**src/rtl/core/smd_pkg.sv**
```systemverilog
// ----------------------------------------------------------------------------
// smd_pkg
// Shared types and constants of the Sobel magnitude and direction block.
// ----------------------------------------------------------------------------
`default_nettype none

package smd_pkg;

  localparam int MAX_WIDTH   = 1024;
  localparam int MAX_HEIGHT  = 1024;
  localparam int CNT_W       = 11;
  localparam int PIX_W       = 8;
  localparam int LB_AW       = $clog2(MAX_WIDTH);
  localparam int OFIFO_DEPTH = 8;
  localparam int OFIFO_AW    = $clog2(OFIFO_DEPTH);

  typedef logic [PIX_W-1:0] pix_t;
  typedef logic [CNT_W-1:0] cnt_t;

  localparam cnt_t RESET_DIM  = cnt_t'(512);
  localparam cnt_t WIDTH_MIN  = cnt_t'(3);
  localparam cnt_t WIDTH_MAX  = cnt_t'(MAX_WIDTH);
  localparam cnt_t HEIGHT_MIN = cnt_t'(1);
  localparam cnt_t HEIGHT_MAX = cnt_t'(MAX_HEIGHT);

  localparam int TAN_SCALE = 1000;
  localparam int TAN_LO    = 414;
  localparam int TAN_HI    = 2414;
  localparam int MAG_MAX   = 255;

  localparam logic CMD_PIXEL = 1'b0;
  localparam logic CMD_FLUSH = 1'b1;

  typedef enum logic {
    REG_FRAME_WIDTH  = 1'b0,
    REG_FRAME_HEIGHT = 1'b1
  } cfg_reg_t;

  typedef enum logic [1:0] {
    DIR_0   = 2'd0,
    DIR_45  = 2'd1,
    DIR_90  = 2'd2,
    DIR_135 = 2'd3
  } dir_t;

  typedef struct packed {
    pix_t top;
    pix_t mid;
  } lb_word_t;

  typedef struct packed {
    logic             valid;
    logic             last;
    pix_t [2:0][2:0]  px;
  } kernel_t;

  typedef struct packed {
    pix_t magnitude;
    dir_t direction;
    logic last_of_frame;
  } result_t;

endpackage

`default_nettype wire

```
**src/rtl/core/smd_ofifo.sv**
```systemverilog
// ----------------------------------------------------------------------------
// smd_ofifo
// Small result FIFO between the gradient pipeline and the output channel.
// ----------------------------------------------------------------------------
`default_nettype none

module smd_ofifo import smd_pkg::*; (
  input  logic              clk,
  input  logic              rst_n,
  input  logic              push,
  input  result_t           din,
  input  logic              pop,
  output result_t           dout,
  output logic [OFIFO_AW:0] count
);

  result_t             mem_r [OFIFO_DEPTH];
  logic [OFIFO_AW-1:0] wptr_r, rptr_r;
  logic [OFIFO_AW:0]   cnt_r;

  always_ff @(posedge clk) begin
    if (push) begin
      mem_r[wptr_r] <= din;
    end
  end

  always_ff @(posedge clk) begin
    if (!rst_n) begin
      wptr_r <= '0;
      rptr_r <= '0;
      cnt_r  <= '0;
    end else begin
      if (push) begin
        wptr_r <= wptr_r + 1'b1;
      end
      if (pop) begin
        rptr_r <= rptr_r + 1'b1;
      end
      case ({push, pop})
        2'b10:   cnt_r <= cnt_r + 1'b1;
        2'b01:   cnt_r <= cnt_r - 1'b1;
        default: cnt_r <= cnt_r;
      endcase
    end
  end

  assign dout  = mem_r[rptr_r];
  assign count = cnt_r;

endmodule

`default_nettype wire

```
**config.mk**
```make
export PLATFORM = sky130hd
export DESIGN_NAME = smd_ofifo
export DESIGN_NICKNAME = d
export VERILOG_FILES = /design/src/rtl/core/smd_pkg.sv /design/src/rtl/core/smd_ofifo.sv
export SDC_FILE = /design/constraint.sdc
export NUM_CORES = 1
export LEC_CHECK = 0
export ABC_AREA = 0
export BUFFER_PORTS_ARGS = -buffer_cell sky130_fd_sc_hd__buf_4
export CAP_MARGIN = 20
export CORE_MARGIN = 3
export CORE_UTILIZATION = 55
export DETAILED_ROUTE_END_ITERATION = 8
export PLACE_DENSITY = 0.73
export SYNTH_ARGS = -nofsm -noshare
export SYNTH_HDL_FRONTEND = slang
export SYNTH_SLANG_ARGS = --single-unit
```
**constraint.sdc**
```tcl
create_clock -name clk -period 3.76 [get_ports clk]
set_clock_uncertainty 0.1 [all_clocks]
set_input_delay 0.188 -clock clk [delete_from_list [all_inputs] [get_ports clk]]
set_output_delay 0.188 -clock clk [all_outputs]
set_load 0.1 [all_outputs]
```
### Word-level counts from Yosys, hierarchy flattened

Memories as Yosys holds them, arrays and structs flattened. A register that Yosys moved wholly into a read port is not among the register bits.
Index checks and enable logic that the tools add are counted.

| storage, ports and cells | value |
|---|---|
| input bits | 15 |
| memories kept | 1 |
| output and inout port bits | 15 |
| memory bits (writable) | 88 |
| word-level logic and storage cells | 16 |
| bits in registers | 10 |

Memories:

| name | depth | width | rd ports | clocked after memory_dff | write ports | RTL line | RTL |
|---|---|---|---|---|---|---|---|
| mem_r | 8 | 11 | 1 | 1 | 1 | smd_ofifo.sv:17 | `result_t mem_r [OFIFO_DEPTH];` |

| operators by class | value |
|---|---|
| reduce and logical (&&, ||, !) cells | 1 |
| equal/unequal tests | 2 |
| multiplexer cells | 5 |
| $add $sub $neg | 4 |

Operators by type and width:

| operator | number |
|---|---|
| 4-bit one-hot mux with 2 select lines | 1 |
| 3-bit by 1-bit adder with 3-bit output (second input constant) | 2 |
| 3-bit two-way mux | 2 |
| 4-bit by 1-bit adder with 4-bit output (second input constant) | 1 |
| 4-bit by 1-bit subtractor with 4-bit output (second input constant) | 1 |
| 2-bit by 1-bit equality test with 1-bit output (second input constant) | 1 |
| 2-bit equality test (second input constant) | 1 |
| 1-bit two-way mux | 2 |
| 2-bit nonzero test | 1 |

### Longest topological paths before layout

Gate-level depths: netlist of the first run.

| logic depth | value |
|---|---|
| depth after elaboration | 3 |
| mapped depth | 8 |
| mapped depth without buffers | 8 |

### Worst setup path after synthesis of the first run

OpenSTA, ideal clock, no wires.

| timing | value |
|---|---|
| kind | register to register |
| start point | register cnt_r[1], in the netlist count[1] |
| end point | register cnt_r[2], in the netlist count[2] |
| clock period less this slack | 2205 ps |
| buffers on the path | 0 |
| required time | 3584 ps |
| arrival time | 2030 ps |
| path slack | 1555 ps |
| stages on the path, launching flop included | 7 |
| cells stage by stage | dfxtp_1 -> xor2_1 -> ha_1 -> a21oi_1 -> xor2_1 -> or3_1 -> a21boi_0 |

| between the ends | value |
|---|---|
| longest elaborated chain between the ends | 2 |
| elaborated cells between the ends (all ways) | 3 |
| classes of those cells | 2 x add/sub; 1 x mux |

Ends and longest elaborated chain:

| item | RTL line | RTL |
|---|---|---|
| start, declared | smd_ofifo.sv:19 | `logic [OFIFO_AW:0] cnt_r;` |
| start signal, assigned | smd_ofifo.sv:40 | `2'b10: cnt_r <= cnt_r + 1'b1;` |
| start signal, assigned | smd_ofifo.sv:41 | `2'b01: cnt_r <= cnt_r - 1'b1;` |
| start signal, assigned | smd_ofifo.sv:42 | `default: cnt_r <= cnt_r;` |
| 4-bit by 1-bit subtractor with 4-bit output / 4-bit by 1-bit adder with 4-bit output (equally long branches) | smd_ofifo.sv:41, smd_ofifo.sv:40 |  |
| 4-bit one-hot mux with 2 select lines * | smd_ofifo.sv:39 | `case ({push, pop})` |

Mark *: on every way between the ends. The rest lies on a longest branch, timed or not.
A chain may end at the register's enable or synchronous reset.

==> impl_metrics.yaml, run 1 <==
global_routing:
  antenna_found_initial: 0
  grt_pass1_vias: 2043
  grt_usage_pct: 18.3
  grt.overflow.total: 0
  grt_pass1_wl_um: 11000
  grt_max_degree: 23
sta:
  worst_pin_slew_ps: 956
  rsz0062_at_grt: "no"
  hold_slack_ps: 17.2
  period_share_pct: 75.5
  setup_viol: 0
  max_freq_mhz: 352
  relSlewSlack_pct: 36.2
  slew_violations: 0
  period_needed_ps: 2840
  fin_tns_setup_ps: 0
  finalHoldViolCount: 0
placement:
  dpl.hpwl_um: 4450
  gp_congestion: 0.682
  io_buffer_count: 29
job:
  cap_violations: 0
final_layout:
  antenna_cells: 0
  nets: 268
  syn2layout_area_growth_pct: 17.6
  regArea_mm2: 0.00290
  multi_input_area_mm2: 0.00107
  final_layout_size_suffix_gt1_share_pct: 25.7
  fillCellCount: 452
worst_setup_path:
  crit_fanout: 12
  arrival_ps: 2550
  end_kind: "output pin"
  path_class: "reg -> out"
  crit_required_ps: 3470
  start_kind: "flop"
pwr:
  power_w: 0.00245
  power_leakage_nw: 1.65
  ir_worst_vdd_mv: 0.264
  p_per_area_mw_per_mm2: 519
die:
  die_w_um: 91.5
  core-area_mm2: 0.00694
  initial_core_util_pct: 57.8
  die_area_mm2: 0.00836
  fp-row-count: 30
  ioPinCount: 30
  die_height_um: 91.5
logic_synthesis:
  yosysUniqueCellTypes: 26
  synth_seq_area_share_pct: 72.3
  synth_edf_count: 88
  yosysTopAreaCell: "edfxtp_1"
  synth_warnings: 0
  syn_avg_cell_area_um2: 20.7
  synth_common_cells: "edfxtp_1 (88), mux4_1 (22), dfxtp_1 (13)"
  syn_inst: 194
  dominantRegCellSynth: "edfxtp_1"
  synthesis.nets: 214
  async_reset_ff_share_pct: 0
  synth_top_area_share_pct: 65.8
  synth_most_common_cell: "edfxtp_1"
  netlist_top_cells_area: "edfxtp_1 (66%), mux4_1 (14%), dfxtp_1 (6.5%)"
  ys_ff_latch: 101
  syn_area_mm2: 0.00402
clock_network:
  tritoncts: "done"
  cts_resized: 0
  cts.sinks: 101
  clockRootBuffer: "clkbuf_8"
  clk_pin_slew_ps: 100
  post-cts-setup-buffers: 0
  hold_buffers: 11
  cts-htree-levels: 3
  clock_latency_ps: 360
  numCtsBuffers: 9
  clock_path_buffers: 2
route:
  vias: 1980
  wl_um: 6960
  first_pass_iters: 5
  drt_iter0_drc: 109
  vias_per_cell: 5.67
  ant_nets: 0
  avgRoutedWirePerCell_um: 19.9
  drcViolationCount: 0
status:
  status: "finished, final reports clean"
worst_hold_path:
  hold_path_class: "in -> reg"
-- final timing paths --
check	start	to	slack, ps	cells after the start
max reg2reg	wptr_r[0]	mem_r[6][4]	2000	3
min	rst_n	rptr_r[0]	20	2
min reg2reg	count[3]	count[3]	390	2
max	flop	dout[10]	920	4
-- cells by family after synthesis --
family / Yosys count / share of synthesized area, %
AND/OR/NAND/NOR: 31 / 4.24
buffers and inverters: 7 / 1.03
AO/OA/AOI/OAI: 6 / 0.903
multiplexers: 37 / 18.5
flip-flops: 101 / 72.3
XOR/XNOR: 7 / 1.53
adder cells (fa/ha/maj): 5 / 1.56
-- layer usage --
layer	wire [um]	vias to the layer above	global-route usage, %
met1	2970	1030	23.4
met2	3630	39	30.2
met4	123	0	7.16
met5	0	-	0
met3	237	9	4.31
li1	-	902	-
-- stage by stage --
| step | cells | util, % | setup WS (ps) | cell area, um2 |
|---|---|---|---|---|
| after detailed placement | 322 | 63.2 | 1250 | 4390 |
| after global placement | 320 | 62.9 | 1360 | 4370 |
| after CTS | 349 | 68.0 | 848 | 4720 |
| final | 349 | 68.0 | 922 | 4720 |
| after floorplan | 194 | - | 1550 | 4020 |
| after global routing | 349 | 68.0 | 788 | 4720 |
-- cell type report --
type	instances	area share, %
timing repair buffer	49	8.53
sequential	101	61.4
multi-input combinational	86	22.7
clock inverter	7	2.09
tap	96	2.54
clock buffer	9	2.62
inverter	1	0.0794
-- flip-flops by register name, indices dropped and copies added (netlist names), named ones only --
name and cells:
count 4, wptr_r 3, rptr_r 3, mem_r 88
-- layout by cell type, fill, tap and decap left out, drive strengths merged, types with 2 or more instances in the layout --
master	netlist	layout
a21oi	3	3
and2	6	6
buf	4	38
bufinv	0	2
clkbuf	2	9
clkinv	0	4
dfxtp	13	13
dlygate4sd3	0	11
edfxtp	88	88
ha	5	5
inv	1	2
mux2	11	11
mux2i	4	4
mux4	22	22
nand2	5	5
nand2b	5	5
nor2	6	6
nor2b	3	3
nor3	2	2
xnor2	3	3
xor2	4	4
-- critical path, cell delays in order (launching register included) --
cell,delay (ps)
dfxtp_1,700
buf_4,350
mux4_1,610
mux2_2,290
buf_4,230
-- power breakdown --
part | internal [W] | leakage [nW] | switching, W
registers | 0.00125 | 0.906 | 0.0000332
logic | 0.000136 | 0.633 | 0.000278
clock network | 0.000379 | 0.115 | 0.000369
Note: power is estimated with default switching activity, not from simulation.
==> run 2, diff against run 1 <==
--- a/config.mk
+++ b/config.mk
@@ -9,7 +9,7 @@
 export BUFFER_PORTS_ARGS = -buffer_cell sky130_fd_sc_hd__buf_4
 export CAP_MARGIN = 20
 export CORE_MARGIN = 3
-export CORE_UTILIZATION = 55
+export CORE_UTILIZATION = 53
 export DETAILED_ROUTE_END_ITERATION = 8
 export PLACE_DENSITY = 0.73
 export SYNTH_ARGS = -nofsm -noshare
==> constraint.sdc (replaced) <==
create_clock -name clk -period 2.47 [get_ports clk]
set_clock_uncertainty 0.1 [all_clocks]
set_input_delay 0.1235 -clock clk [delete_from_list [all_inputs] [get_ports clk]]
set_output_delay 0.1235 -clock clk [all_outputs]
set_load 0.1 [all_outputs]
==> run 2 against run 1 <==
  * Largest cell class unchanged
  * Utilization shrank 3.3 points
  * Die area grew 3.5%
  * Combinational power grew 56%
  * Worst hold slack gained 29 ps
==> impl_metrics.yaml, run 2 (synthesized netlist as in run 1, its figures left out) <==
final_layout:
  antenna_cells: 0
  final_area_mm2: 0.00472
  final_layout_size_suffix_gt1_share_pct: 25.7
  mostFrequentLayoutCells: "edfxtp_1 (88), buf_4 (40), mux4_1 (22), dfxtp_1 (13), dlygate4sd3_1 (13)"
  largest_reg_flops: 88
  syn2layout_area_growth_pct: 17.6
  utilization_pct: 64.8
  top_register: "mem_r"
  final_common_cell: "edfxtp_1"
  final_cells: 356
  nets: 272
  fillCellCount: 523
sta:
  setup_viol: 0
  finalHoldViolCount: 0
  worst_pin_slew_ps: 679
  period_share_pct: 92.5
  relSlewSlack_pct: 54.7
  slew_violations: 0
  period_needed_ps: 2290
  fin_tns_setup_ps: 0
  max_freq_mhz: 437
  rsz0062_at_grt: "no"
  hold_slack_ps: 45.8
clock_network:
  hold_buffers: 13
  clockRootBuffer: "clkbuf_8"
  tritoncts: "done"
  clk_pin_slew_ps: 80
  numCtsBuffers: 9
  cts_resized: 0
  clock_path_buffers: 2
  post-cts-setup-buffers: 0
  cts.sinks: 101
  clock_latency_ps: 340
  cts-htree-levels: 3
worst_hold_path:
  min_from: "pop"
  hold_path_class: "in -> reg"
  whs_endpoint: "rptr_r[1]"
  hold_depth: 3
status:
  status: "finished, final reports clean"
die:
  die_w_um: 93.1
  fp-row-count: 31
  die_height_um: 93.1
  core-area_mm2: 0.00729
  ioPinCount: 30
  initial_core_util_pct: 55.1
  die_area_mm2: 0.00866
pwr:
  power_leakage_nw: 1.65
  p_per_area_mw_per_mm2: 755
  ir_worst_vdd_mv: 0.381
route:
  wl_um: 6550
  ant_nets: 0
  vias: 1942
  drcViolationCount: 0
  drt_iter0_drc: 99
  avgRoutedWirePerCell_um: 18.4
  first_pass_iters: 4
  vias_per_cell: 5.46
worst_setup_path:
  rr_endpoint: "mem_r[7][9]"
  r2r-start: "wptr_r[0]"
  path_delay_family: "multiplexers"
  crit_required_ps: 2250
  slowest_stage: "mux4_1"
  crit_chain: "buf_4 -> mux4_1 -> mux2_2 -> buf_4"
  rrSetupSlack_ps: 800
  crit_fanout: 16
  reg2reg_depth: 3
  path_buf_inv: 2
  end_kind: "output pin"
  slowest_delay_ps: 590
  arrival_ps: 2060
  start_kind: "flop"
  path_class: "reg -> out"
  path_common_cell: "buf_4"
global_routing:
  grt_pass1_wl_um: 10100
  grt_max_degree: 23
  antenna_found_initial: 0
  grt_usage_pct: 16.1
  grt_pass1_vias: 1926
  grt.overflow.total: 0
placement:
  gp_congestion: 0.736
  place_inst: 327
  dpl.hpwl_um: 4040
  place_area_mm2: 0.00440
  io_buffer_count: 29
job:
  cap_violations: 0
[run 2: cell types whose count changed in the layout (fill, tap and decap cells not counted), moves of 2 or more]
cell           previous run  this run
buf_4                    36        40
buf_6                     2         0
clkinv_4                  2         0
dlygate4sd3_1            11        13
[run 2: per-layer routing]
metal,wire [um],track usage [%],vias up
met3,191,3.06,12
li1,-,-,908
met4,136,7.08,0
met1,2880,21.5,990
met2,3340,26.2,32
met5,0,0,-
[run 2: worst reg2reg max path, cell delays in order, from the launching register on]
cell and delay [ps]:
dfxtp_1 460, nand2_1 110, nor2_1 410, buf_4 300
[run 2: metrics by stage]
stage                     setup slack [ps]  power (W)
after floorplan                        265    0.00247
after global placement                 549    0.00260
after detailed placement               540    0.00261
after CTS                              154    0.00359
after global routing                  73.1    0.00369
final                                  184    0.00357
[run 2: power breakdown]
group / total, W / internal, W / switching, W
Clock: 0.000983 / 0.000463 / 0.000520
Combinational: 0.000646 / 0.000211 / 0.000435
Sequential: 0.00194 / 0.00191 / 0.0000289
Total: 0.00357 / 0.00258 / 0.000984
[run 2: worst max path at each step]
| stage | endpoint | start | slack [ps] | cells after the start |
|---|---|---|---|---|
| finish | dout[10] | flop | 180 | 4 |
| detailed placement | dout[10] | flop | 540 | 4 |
| global route | dout[10] | flop | 70 | 4 |
| CTS | dout[10] | flop | 150 | 4 |
| global placement | dout[10] | flop | 550 | 4 |
| floorplan | count[2] | count[1] | 260 | 6 |
[run 2: layout make-up]
cell class / instances / area, um2 / area share, %
Tap cell: 99 / 124 / 2.62
Sequential cell: 101 / 2900 / 61.5
Clock inverter: 7 / 65.1 / 1.38
Timing Repair Buffer: 53 / 430 / 9.11
Inverter: 1 / 3.75 / 0.0795
Multi-Input combinational cell: 86 / 1070 / 22.7
Clock buffer: 9 / 124 / 2.62
