==> config.mk <==
export PLATFORM = sky130hd
export DESIGN_NAME = smd_grad
export DESIGN_NICKNAME = d
export VERILOG_FILES = /design/src/rtl/core/smd_pkg.sv /design/src/rtl/core/smd_grad.sv
export SDC_FILE = /design/constraint.sdc
export NUM_CORES = 1
export LEC_CHECK = 0
export CORE_MARGIN = 1.5
export CORE_UTILIZATION = 60
export CTS_BUF_LIST = sky130_fd_sc_hd__clkbuf_8 sky130_fd_sc_hd__clkbuf_16
export DETAILED_ROUTE_END_ITERATION = 7
export DONT_BUFFER_PORTS = 1
export PLACE_DENSITY = 0.76
export RECOVER_POWER = 50
export SYNTH_ARGS = -nofsm -noshare
export SYNTH_HDL_FRONTEND = slang
export SYNTH_SLANG_ARGS = --single-unit
==> constraint.sdc <==
create_clock -name clk -period 5.4 [get_ports clk]
set_input_delay 1.08 -clock clk [delete_from_list [all_inputs] [get_ports clk]]
set_output_delay 1.08 -clock clk [all_outputs]
set_load 0.05 [all_outputs]
==> src/rtl/core/smd_pkg.sv <==
// ----------------------------------------------------------------------------
// smd_pkg
// Shared types and constants of the Sobel magnitude and direction block.
// ----------------------------------------------------------------------------
`default_nettype none

package smd_pkg;

  localparam int MAX_WIDTH   = 1024;
  localparam int MAX_HEIGHT  = 1024;
  localparam int CNT_W       = 11;
  localparam int PIX_W       = 8;
  localparam int LB_AW       = $clog2(MAX_WIDTH);
  localparam int OFIFO_DEPTH = 8;
  localparam int OFIFO_AW    = $clog2(OFIFO_DEPTH);

  typedef logic [PIX_W-1:0] pix_t;
  typedef logic [CNT_W-1:0] cnt_t;

  localparam cnt_t RESET_DIM  = cnt_t'(512);
  localparam cnt_t WIDTH_MIN  = cnt_t'(3);
  localparam cnt_t WIDTH_MAX  = cnt_t'(MAX_WIDTH);
  localparam cnt_t HEIGHT_MIN = cnt_t'(1);
  localparam cnt_t HEIGHT_MAX = cnt_t'(MAX_HEIGHT);

  localparam int TAN_SCALE = 1000;
  localparam int TAN_LO    = 414;
  localparam int TAN_HI    = 2414;
  localparam int MAG_MAX   = 255;

  localparam logic CMD_PIXEL = 1'b0;
  localparam logic CMD_FLUSH = 1'b1;

  typedef enum logic {
    REG_FRAME_WIDTH  = 1'b0,
    REG_FRAME_HEIGHT = 1'b1
  } cfg_reg_t;

  typedef enum logic [1:0] {
    DIR_0   = 2'd0,
    DIR_45  = 2'd1,
    DIR_90  = 2'd2,
    DIR_135 = 2'd3
  } dir_t;

  typedef struct packed {
    pix_t top;
    pix_t mid;
  } lb_word_t;

  typedef struct packed {
    logic             valid;
    logic             last;
    pix_t [2:0][2:0]  px;
  } kernel_t;

  typedef struct packed {
    pix_t magnitude;
    dir_t direction;
    logic last_of_frame;
  } result_t;

endpackage

`default_nettype wire

==> src/rtl/core/smd_grad.sv <==
// ----------------------------------------------------------------------------
// smd_grad
// Three-stage Sobel gradient: kernel sums, abs values, tangent products,
// then magnitude saturation and direction decision.
// ----------------------------------------------------------------------------
`default_nettype none

module smd_grad import smd_pkg::*; (
  input  logic       clk,
  input  logic       rst_n,
  input  kernel_t    kin,
  output logic       res_valid,
  output result_t    res,
  output logic [2:0] stage_vld
);

  localparam int SUM_W  = PIX_W + 2;
  localparam int GRAD_W = SUM_W + 1;
  localparam int MAG_W  = SUM_W + 1;
  localparam int PROD_W = SUM_W + 12;

  // stage 2: kernel
  logic            v2_r;
  logic            last2_r;
  pix_t [2:0][2:0] k_r;

  logic [SUM_W-1:0]         sx_pos, sx_neg, sy_pos, sy_neg;
  logic signed [GRAD_W-1:0] gx, gy;
  logic [SUM_W-1:0]         ax_nxt, ay_nxt;
  logic                     same_nxt;

  // stage 3: abs values
  logic             v3_r;
  logic             last3_r;
  logic             same3_r;
  logic [SUM_W-1:0] ax3_r, ay3_r;

  logic [MAG_W-1:0]  mag_nxt;
  logic [PROD_W-1:0] py_nxt, plo_nxt, phi_nxt;

  // stage 4: products
  logic              v4_r;
  logic              last4_r;
  logic              same4_r;
  logic [MAG_W-1:0]  mag4_r;
  logic [PROD_W-1:0] py4_r, plo4_r, phi4_r;

  dir_t dir;

  always_ff @(posedge clk) begin
    if (!rst_n) begin
      v2_r <= 1'b0;
      v3_r <= 1'b0;
      v4_r <= 1'b0;
    end else begin
      v2_r <= kin.valid;
      v3_r <= v2_r;
      v4_r <= v3_r;
    end
  end

  always_ff @(posedge clk) begin
    k_r     <= kin.px;
    last2_r <= kin.last;
  end

  always_comb begin
    sx_pos = SUM_W'(k_r[0][2]) + {1'b0, k_r[1][2], 1'b0} + SUM_W'(k_r[2][2]);
    sx_neg = SUM_W'(k_r[0][0]) + {1'b0, k_r[1][0], 1'b0} + SUM_W'(k_r[2][0]);
    sy_pos = SUM_W'(k_r[2][0]) + {1'b0, k_r[2][1], 1'b0} + SUM_W'(k_r[2][2]);
    sy_neg = SUM_W'(k_r[0][0]) + {1'b0, k_r[0][1], 1'b0} + SUM_W'(k_r[0][2]);
    gx = signed'({1'b0, sx_pos}) - signed'({1'b0, sx_neg});
    gy = signed'({1'b0, sy_pos}) - signed'({1'b0, sy_neg});
    ax_nxt   = gx[GRAD_W-1] ? SUM_W'(-gx) : SUM_W'(gx);
    ay_nxt   = gy[GRAD_W-1] ? SUM_W'(-gy) : SUM_W'(gy);
    same_nxt = (gx != '0) && (gy != '0) && (gx[GRAD_W-1] == gy[GRAD_W-1]);
  end

  always_ff @(posedge clk) begin
    ax3_r   <= ax_nxt;
    ay3_r   <= ay_nxt;
    same3_r <= same_nxt;
    last3_r <= last2_r;
  end

  always_comb begin
    mag_nxt = MAG_W'(ax3_r) + MAG_W'(ay3_r);
    py_nxt  = PROD_W'(ay3_r) * PROD_W'(TAN_SCALE);
    plo_nxt = PROD_W'(ax3_r) * PROD_W'(TAN_LO);
    phi_nxt = PROD_W'(ax3_r) * PROD_W'(TAN_HI);
  end

  always_ff @(posedge clk) begin
    mag4_r  <= mag_nxt;
    py4_r   <= py_nxt;
    plo4_r  <= plo_nxt;
    phi4_r  <= phi_nxt;
    same4_r <= same3_r;
    last4_r <= last3_r;
  end

  always_comb begin
    if (mag4_r == '0) begin
      dir = DIR_0;
    end else if (py4_r <= plo4_r) begin
      dir = DIR_0;
    end else if (py4_r >= phi4_r) begin
      dir = DIR_90;
    end else if (same4_r) begin
      dir = DIR_135;
    end else begin
      dir = DIR_45;
    end
  end

  assign res_valid         = v4_r;
  assign res.magnitude     = (mag4_r > MAG_W'(MAG_MAX)) ? pix_t'(MAG_MAX) : mag4_r[PIX_W-1:0];
  assign res.direction     = dir;
  assign res.last_of_frame = last4_r;
  assign stage_vld         = {v4_r, v3_r, v2_r};

endmodule

`default_nettype wire

== Yosys cells after proc, flatten, opt, wreduce, memory -nomap -nowiden ==
Cells that the tools add are included.

* $add $sub $neg: 13
* $mul: 3
* $lt $le $gt $ge: 3
* Eq/ne operators: 1
* Mux-type cells: 7
* Reductions and logical operators: 5

{| class="wikitable"
|+ Operator list
! kind !! number
|-
| $add 10x8->10 || 4
|-
| $add 8x9->10 || 4
|-
| $ge 20x22->1 || 1
|-
| $reduce_bool 11->1 || 2
|-
| $sub 10x10->11 || 2
|-
| $mul 10x11->21 const B || 1
|-
| $le 20x19->1 || 1
|-
| $mux 10 || 2
|-
| $neg 10->10 || 2
|-
| $mul 10x8->18 const B || 1
|-
| $mul 10x7->17 const B || 1
|-
| $add 10x10->11 || 1
|-
| $gt 11x8->1 const B || 1
|-
| $logic_not 11->1 || 1
|-
| $mux 2 || 4
|-
| $mux 8 || 1
|-
| $logic_and 1x1->1 || 2
|-
| $eq 1x1->1 || 1
|}

* Register bits: 159
* Output and inout port bits: 15
* Logic and storage cells: 54

== Longest topological paths before layout ==
Gate-level depths: netlist of the first run.

* Depth after elaboration: 6
* Depth in mapped cells: 17

== Worst setup path after synthesis of the first run ==
OpenSTA, ideal clock, no wires.

* Kind: register -> register
* Start: register ax3_r[8]
* End: register phi4_r[21]
* Library setup time: 0.072 ns
* Data arrival time: 4.732 ns
* Data required time: 5.328 ns
* Slack: 0.596 ns
* Stages on the path, launching flop included: 18
* Clock period less this slack: 4.804 ns
* Path through: dfxtp_1 > inv_1 > ha_1 > inv_1 > fa_1 > inv_1 > fa_1 > inv_1 > fa_1 > fa_1 > ha_1 > a21oi_1 > nor2_1 > a211oi_2 > a311oi_1 > a311o_1 > a21oi_1 > xnor2_1

* Word-level cells in the longest chain between the ends: 1

{| class="wikitable"
|+ Ends and longest elaborated chain
! what !! line !! text
|-
| from (decl) || smd_grad.sv:36 || <nowiki>logic [SUM_W-1:0] ax3_r, ay3_r;</nowiki>
|-
| from (signal assigned) || smd_grad.sv:80 || <nowiki>ax3_r <= ax_nxt;</nowiki>
|-
| $mul 10x11->21 || smd_grad.sv:90 || <nowiki>phi_nxt = PROD_W'(ax3_r) * PROD_W'(TAN_HI);</nowiki>
|-
| via phi_nxt[21] || smd_grad.sv:39 || <nowiki>logic [PROD_W-1:0] py_nxt, plo_nxt, phi_nxt;</nowiki>
|-
| to (signal assigned) || smd_grad.sv:97 || <nowiki>phi4_r <= phi_nxt;</nowiki>
|-
| to (decl) || smd_grad.sv:46 || <nowiki>logic [PROD_W-1:0] py4_r, plo4_r, phi4_r;</nowiki>
|}

The timed path passes the listed nets, and every way through them passes these cells.
A chain may end at the register's enable or synchronous reset.

== Worst setup path in the final report of the first run ==
* Start: register ax3_r[5]
* End: register phi4_r[21]

The elaborated chain is that of the path after synthesis.

==> summary.md, run 1 <==
| Metric | Value |
|---|---|
| Wl on met1 | `slightly below 10000 um` |
| Critical Path RT | `about 5.7 ns` |
| Final-report hold violation count | `0` |
| DR vias | `8328` |
| Hold Startpoint | `last2_r` |
| Cells along the critical path | `ha_1 -> inv_1 -> fa_1 -> inv_1 -> fa_1 -> inv_1 -> fa_1 -> inv_1 -> fa_1 -> ha_1 -> nand4_1 -> a21oi_1 -> o21ai_2 -> a311oi_1 -> a311o_1 -> a21oi_1 -> xnor2_1` |
| Largest net degree at the start of global routing | `19` |
| CTS tree | `done` |
| Synth cell types | `63` |
| Clk sinks | `156` |
| GPL Wtd Cong | `about 0.9` |
| Unrepaired setup endpoints after global routing | `no` |
| Status | `finished, final reports clean` |
| Hold worst-path end | `last3_r` |
| Number of buffers created by CTS | `17` |
| Clock transition at path regs | `roughly 0.08 ns` |
| Worst slew margin | `33.7%` |
| Setup TNS | `0 ns` |
| Min Clock Period, post-route | `5.05 ns` |
| Hold Path Stages | `0` |
| Yosys warnings | `0` |
| # diodes | `0` |
| Max Buffers Root-to-Sink | `2` |
| Asr flop ratio synth | `0%` |
| DRT Wirelength | `23900 um` |
| Rows | `53` |
| Post-Synth XOR/XNOR Area | `under 10%` |
| First-pass GRT wire length | `a little over 40000 um` |
| Most common cell after layout, fill and taps aside | `inv_1` |
| Number of flops mapped to enable cells by yosys | `0` |
| Critical path's top delay family | `adder cells` |
| Grt ovf | `0` |
| Count of final setup violators | `0` |
| Die Y | `~150 um` |
| Count of cells resized by post-cts repair | `0` |
| Synth Area in Compound Gates | `about a tenth` |
| Combinational family with the most area after synthesis | `adder cells` |
| FMAX | `around 200 MHz` |
| Path depth of the worst reg2reg path | `17` |
| Worst slew pin tran | `0.991 ns` |
| CP Launch Type | `flop` |
| Ys flop type | `dfxtp_1` |
| CP arrival | `5.37 ns` |
| Post-synth top area share | `24.4%` |
| Layout area overhead | `7.53%` |
| Via/cell ratio | `between 5 and 6` |
| Setup Skew | `about 0.014 ns` |
| Mux cell area share after synthesis | `less than 1%` |
| Clock root cell | `clkbuf_16` |
| Initial DRC count | `266` |
| Syn nets | `1700` |
| H-tree Lvls | `4` |
| IO Port Bufs | `0` |
| Vias in the first global route | `~8900` |
| Max stage delay on crit path | `0.55 ns` |
| Worst hold path class | `reg -> reg` |
| CP Max Fanout | `5` |
| Final HPWL DP | `slightly above 20000 um` |
| Worst Setup SP | `ax3_r[5]` |
| Yosys reg bits | `approximately 160` |
| Reg2reg setup slack | `0.35 ns` |
| Adder-Cell Fraction of Synth Area | `44.5%` |
| Simple-Gate Fraction of Synth Area | `6.82%` |
| Later-pin clock latency in the skew report | `0.44 ns` |
| Effective utilization at floorplan | `about three fifths` |
| CP max-delay cell | `a311oi_1` |
| Die width | `around 150 um` |
| Most frequent cells in the layout | `316 x inv_1, 209 x ha_1, 155 x dfxtp_1, 154 x fa_1, 52 x a21oi_1` |
| I/O pins | `91` |
| Pre-Repair DR Iteration Count | `7` |
| Layout fillers | `1666` |
| Routed met2 length | `~12000 um` |
| Setup bufs post-CTS | `0` |
| Cell area after synthesis | `about 13000 um2` |
| Die ar. | `22200 um2` |
| Layout Nets | `1724` |
| Worst r2r src | `ax3_r[5]` |
| Core Region | `between 20000 and 25000 um2` |
| Pins Over Slew Limit | `0` |
| Worst setup path class | `reg -> reg` |
| Inst Count DP | `roughly 1500` |
| Initial antenna violation count | `0` |
| Part of the cycle the worst path needs | `93.5%` |
| Hold-fix buffers at CTS | `0` |
| Sequential area share after synthesis | `24.4%` |
| Post-Layout Cell Count | `about 1600` |
| WL/cell | `15.2 um` |
| Total Routing Usage GR | `roughly a quarter` |
| Syn_area_per_cell | `approximately 10 um2` |
| Share of cells above drive strength 1 | `5.16%` |
| Synth Instances | `roughly 1300` |
| Max cap viols | `0` |
| Top layer in use | `met4` |
| Top post-synthesis cells by area | `dfxtp_1 24%, fa_1 24%, ha_1 20%` |
| Post-detailed-route count of antenna-violating nets | `0` |
| Synth area leader | `dfxtp_1` |
| Remaining DRCs | `0` |
| Met3 WL | `1110 um` |
| Endpoint type of the worst setup path | `flop` |
| Crit path buf inv count | `4` |
| Reg2reg end | `phi4_r[21]` |
==> state kept, by name, indices dropped and copies added, names as in the netlist <==
| name | flops |
|---|---|
| v2_r | 1 |
| ay3_r | 10 |
| k_r | 64 |
| v3_r | 1 |
| last3_r | 1 |
| same3_r | 1 |
| same4_r | 1 |
| res_valid | 1 |
| ax3_r | 10 |
| py4_r | 17 |
| phi4_r | 21 |
| last4_r | 1 |
| mag4_r | 11 |
| plo4_r | 15 |
| last2_r | 1 |
==> cell usage after synthesis, drive strengths merged, types with 4 or more instances <==
master	n
inv	316
o21bai	7
nand2	28
xor2	25
a21oi	54
nor2	43
nand4	8
nor3	15
a31oi	4
buf	5
or2	4
nand3	12
fa	154
o21a	11
nand2b	18
nor4	5
a21o	24
ha	209
dfxtp	156
o21ai	38
xnor2	50
a211oi	9
and3	5
and2	6
nor2b	12
==> final cells by class <==
| type | instances | area [um2] | share of cell area (%) |
|---|---|---|---|
| clock inverters | 15 | 166 | 1.21 |
| flip-flops and latches | 156 | 3120 | 22.7 |
| multi-input cells | 784 | 8440 | 61.4 |
| inverters | 316 | 1190 | 8.62 |
| repair buffers | 10 | 71.3 | 0.518 |
| well taps | 275 | 344 | 2.50 |
| clock buffers | 17 | 425 | 3.09 |
==> cells by family (layout without fill, tap and decap cells) <==
family	Yosys count	in the layout
compound gates	176	176
buf+inv	321	358
simple gates	168	168
fa+ha+maj	363	363
xor+xnor	75	75
flops	156	156
mux	2	2
==> how the worst max path moves through the flow <==
stage	to	slack (ns)	depth (start not counted)
after floorplan	phi4_r[21]	0.60	17
after global placement	phi4_r[21]	0.42	17
after detailed placement	phi4_r[21]	0.28	17
after CTS	phi4_r[21]	0.23	17
after global routing	phi4_r[21]	0.04	17
final	phi4_r[21]	0.35	17
==> per-stage QoR <==
stage	worst slack (ns)	area, um2	hold WS, ns	util, %
final	0.351	13800	0.331	65.7
after global routing	0.0421	13800	0.337	65.7
after CTS	0.233	13800	0.333	65.7
after detailed placement	0.277	13200	0.315	62.9
after global placement	0.418	13200	0.312	62.9
after floorplan	0.596	12800	0.310	-
==> metal layers <==
layer / global-route usage, % / vias to the layer above
met1: 28.4 / 4021
met4: 9.46 / 0
met2: 43.2 / 194
li1: - / 4065
met3: 4.16 / 48
met5: 0 / -
Power of run 1 is not shown: default switching activity piles up to over one toggle a cycle in this logic, so the estimate is an artifact.
==> inputs of run 2 (changes only) <==
--- a/config.mk
+++ b/config.mk
@@ -5,12 +5,12 @@
 export SDC_FILE = /design/constraint.sdc
 export NUM_CORES = 1
 export LEC_CHECK = 0
-export CORE_MARGIN = 1.5
+export CORE_MARGIN = 3
 export CORE_UTILIZATION = 60
 export CTS_BUF_LIST = sky130_fd_sc_hd__clkbuf_8 sky130_fd_sc_hd__clkbuf_16
 export DETAILED_ROUTE_END_ITERATION = 7
 export DONT_BUFFER_PORTS = 1
-export PLACE_DENSITY = 0.76
+export PLACE_DENSITY = 0.81
 export RECOVER_POWER = 50
 export SYNTH_ARGS = -nofsm -noshare
 export SYNTH_HDL_FRONTEND = slang
==> summary.md, run 2 (synthesis results as in run 1) <==
| Metric | Value |
|---|---|
| Total Routing Usage GR | `22.4% (-1.6 points)` |
| Most frequent cells in the layout | `316 x inv_1, 209 x ha_1, 155 x dfxtp_1, 154 x fa_1, 52 x a21oi_1` |
| Pins Over Slew Limit | `0 (unchanged)` |
| CP Max Fanout | `7 (+2)` |
| Setup Skew | `0.0101 ns (-0.00411 ns)` |
| Path depth of the worst reg2reg path | `17 (unchanged)` |
| DR vias | `8331 (+0.036%)` |
| WL/cell | `15.9 um (+4.8%)` |
| Max Buffers Root-to-Sink | `2 (unchanged)` |
| Critical Path RT | `5.77 ns (+0.05 ns)` |
| Met3 WL | `1120 um (+0.27%)` |
| GPL Wtd Cong | `0.851 (-2.8%)` |
| Post-detailed-route count of antenna-violating nets | `0 (unchanged)` |
| Most common cell after layout, fill and taps aside | `inv_1` |
| Wl on met1 | `10700 um (+8.5%)` |
| Worst r2r src | `ax3_r[7]` |
| Hold-fix buffers at CTS | `0 (unchanged)` |
| Worst hold path class | `reg -> reg` |
| Pre-Repair DR Iteration Count | `7 (unchanged)` |
| Initial DRC count | `404 (+52%)` |
| Reg2reg end | `phi4_r[21]` |
| # diodes | `0 (unchanged)` |
| Min Clock Period, post-route | `4.99 ns (-0.0585 ns)` |
| Die width | `152 um (+2.0%)` |
| Initial antenna violation count | `0 (unchanged)` |
| DRT Wirelength | `24900 um (+4.4%)` |
| Placed cell areas | `13200 um2 (-0.10%)` |
| Layout Nets | `1723 (-0.058%)` |
| Effective utilization at floorplan | `62.1% (+0.98 points)` |
| Vias in the first global route | `9035 (+2.0%)` |
| FMAX | `200 MHz (+1.2%)` |
| Final Cell Area | `13800 um2 (about the same)` |
| I/O pins | `91 (unchanged)` |
| Die ar. | `23100 um2 (+4.1%)` |
| CP Launch Type | `flop` |
| Share of cells above drive strength 1 | `5.17% (about the same)` |
| Number of buffers created by CTS | `17 (unchanged)` |
| Layout area overhead | `7.50% (about the same)` |
| Core Region | `20600 um2 (-1.6%)` |
| Worst slew pin tran | `0.961 ns (-0.0301 ns)` |
| Setup bufs post-CTS | `0 (unchanged)` |
| Unrepaired setup endpoints after global routing | `no` |
| Worst slew margin | `35.7% (+2.0 points)` |
| Flip-flop count of the largest register after layout | `64 (unchanged)` |
| Remaining DRCs | `0 (unchanged)` |
| Later-pin clock latency in the skew report | `0.44 ns (about the same)` |
| Count of final setup violators | `0 (unchanged)` |
| Clock root cell | `clkbuf_16` |
| Routed met2 length | `12400 um (+1.1%)` |
| Via/cell ratio | `5.32 (+0.42%)` |
| CTS tree | `done` |
| First-pass GRT wire length | `42200 um (+2.9%)` |
| Crit path capture | `phi4_r[21]` |
| Largest net degree at the start of global routing | `19 (unchanged)` |
| Max cap viols | `0 (unchanged)` |
| Final-report hold violation count | `0 (unchanged)` |
| Final core utilization | `66.7% (+1.0 points)` |
| Top flop regs | `k_r (64), phi4_r (21), py4_r (17)` |
| Rows | `52 (-1.9%)` |
| Grt ovf | `0 (unchanged)` |
| H-tree Lvls | `4 (unchanged)` |
| Top layer in use | `met4` |
| Worst setup path class | `reg -> reg` |
| Final HPWL DP | `20300 um (+1.2%)` |
| Worst Setup SP | `ax3_r[7]` |
| Top reg by flops | `k_r` |
| Reg2reg setup slack | `0.41 ns (+0.06 ns)` |
| Part of the cycle the worst path needs | `92.4% (-1.1 points)` |
| Status | `finished, final reports clean` |
| CP arrival | `5.36 ns (about the same)` |
| Clk sinks | `156 (unchanged)` |
| IO Port Bufs | `0 (unchanged)` |
| Setup TNS | `0 ns (unchanged)` |
| Die Y | `152 um (+2.0%)` |
| Endpoint type of the worst setup path | `flop` |
| Clock transition at path regs | `0.08 ns (about the same)` |
==> run 2: cell count changes in the layout (fill, tap and decap cells not counted), sizes merged <==
cell / before / now
buf: 9 / 8
clkinvlp: 2 / 1
clkinv: 3 / 4
==> run 2: timing repair <==
action | in CTS | in global routing
hold endpoints to repair | 0 | 0
endpoints found under the setup margin | 0 | 1
resized for setup | 0 | 2
==> run 2: area by class of cell <==
class                           instances  area [um2]
Multi-Input combinational cell        784        8450
Fill cell                            1536        6870
Sequential cell                       156        3120
Inverter                              316        1190
Clock buffer                           17         425
Tap cell                              270         338
Clock inverter                         15         170
Timing Repair Buffer                    9        63.8
==> run 2: worst min path at each step <==
stage	start	end	slack, ns	cells after the start
after floorplan	last2_r	last3_r	0.31	0
after CTS	last3_r	last4_r	0.33	0
final	last3_r	last4_r	0.33	0
after global routing	last3_r	last4_r	0.35	0
after detailed placement	same3_r	same4_r	0.32	0
after global placement	same3_r	same4_r	0.31	0
==> run 2: metrics by stage <==
step | hold slack (ns) | instances | setup WS [ns]
after detailed placement | 0.315 | 1535 | 0.332
after global routing | 0.347 | 1567 | 0.125
after CTS | 0.333 | 1567 | 0.286
final | 0.333 | 1567 | 0.409
after global placement | 0.313 | 1535 | 0.433
after floorplan | 0.310 | 1261 | 0.596
==> run 2: per-layer routing <==
layer | up-vias | GRT usage (%)
met5 | - | 0
met4 | 0 | 8.39
met3 | 53 | 4.44
met2 | 178 | 39.1
met1 | 4042 | 27.7
li1 | 4058 | -
==> run 2: worst max-delay path, cell delays in order (launching register included) <==
cell and delay, ns:
dfxtp_1 0.45, fa_1 0.59, inv_1 0.05, fa_1 0.47
inv_1 0.05, fa_1 0.53, inv_1 0.05, fa_1 0.40
inv_1 0.08, fa_1 0.41, ha_1 0.38, a21oi_1 0.17
nor2_1 0.07, a211oi_2 0.31, a311oi_2 0.21, a311o_1 0.39
a21oi_1 0.18, xnor2_1 0.13
Power of run 2 is left out for the same reason.
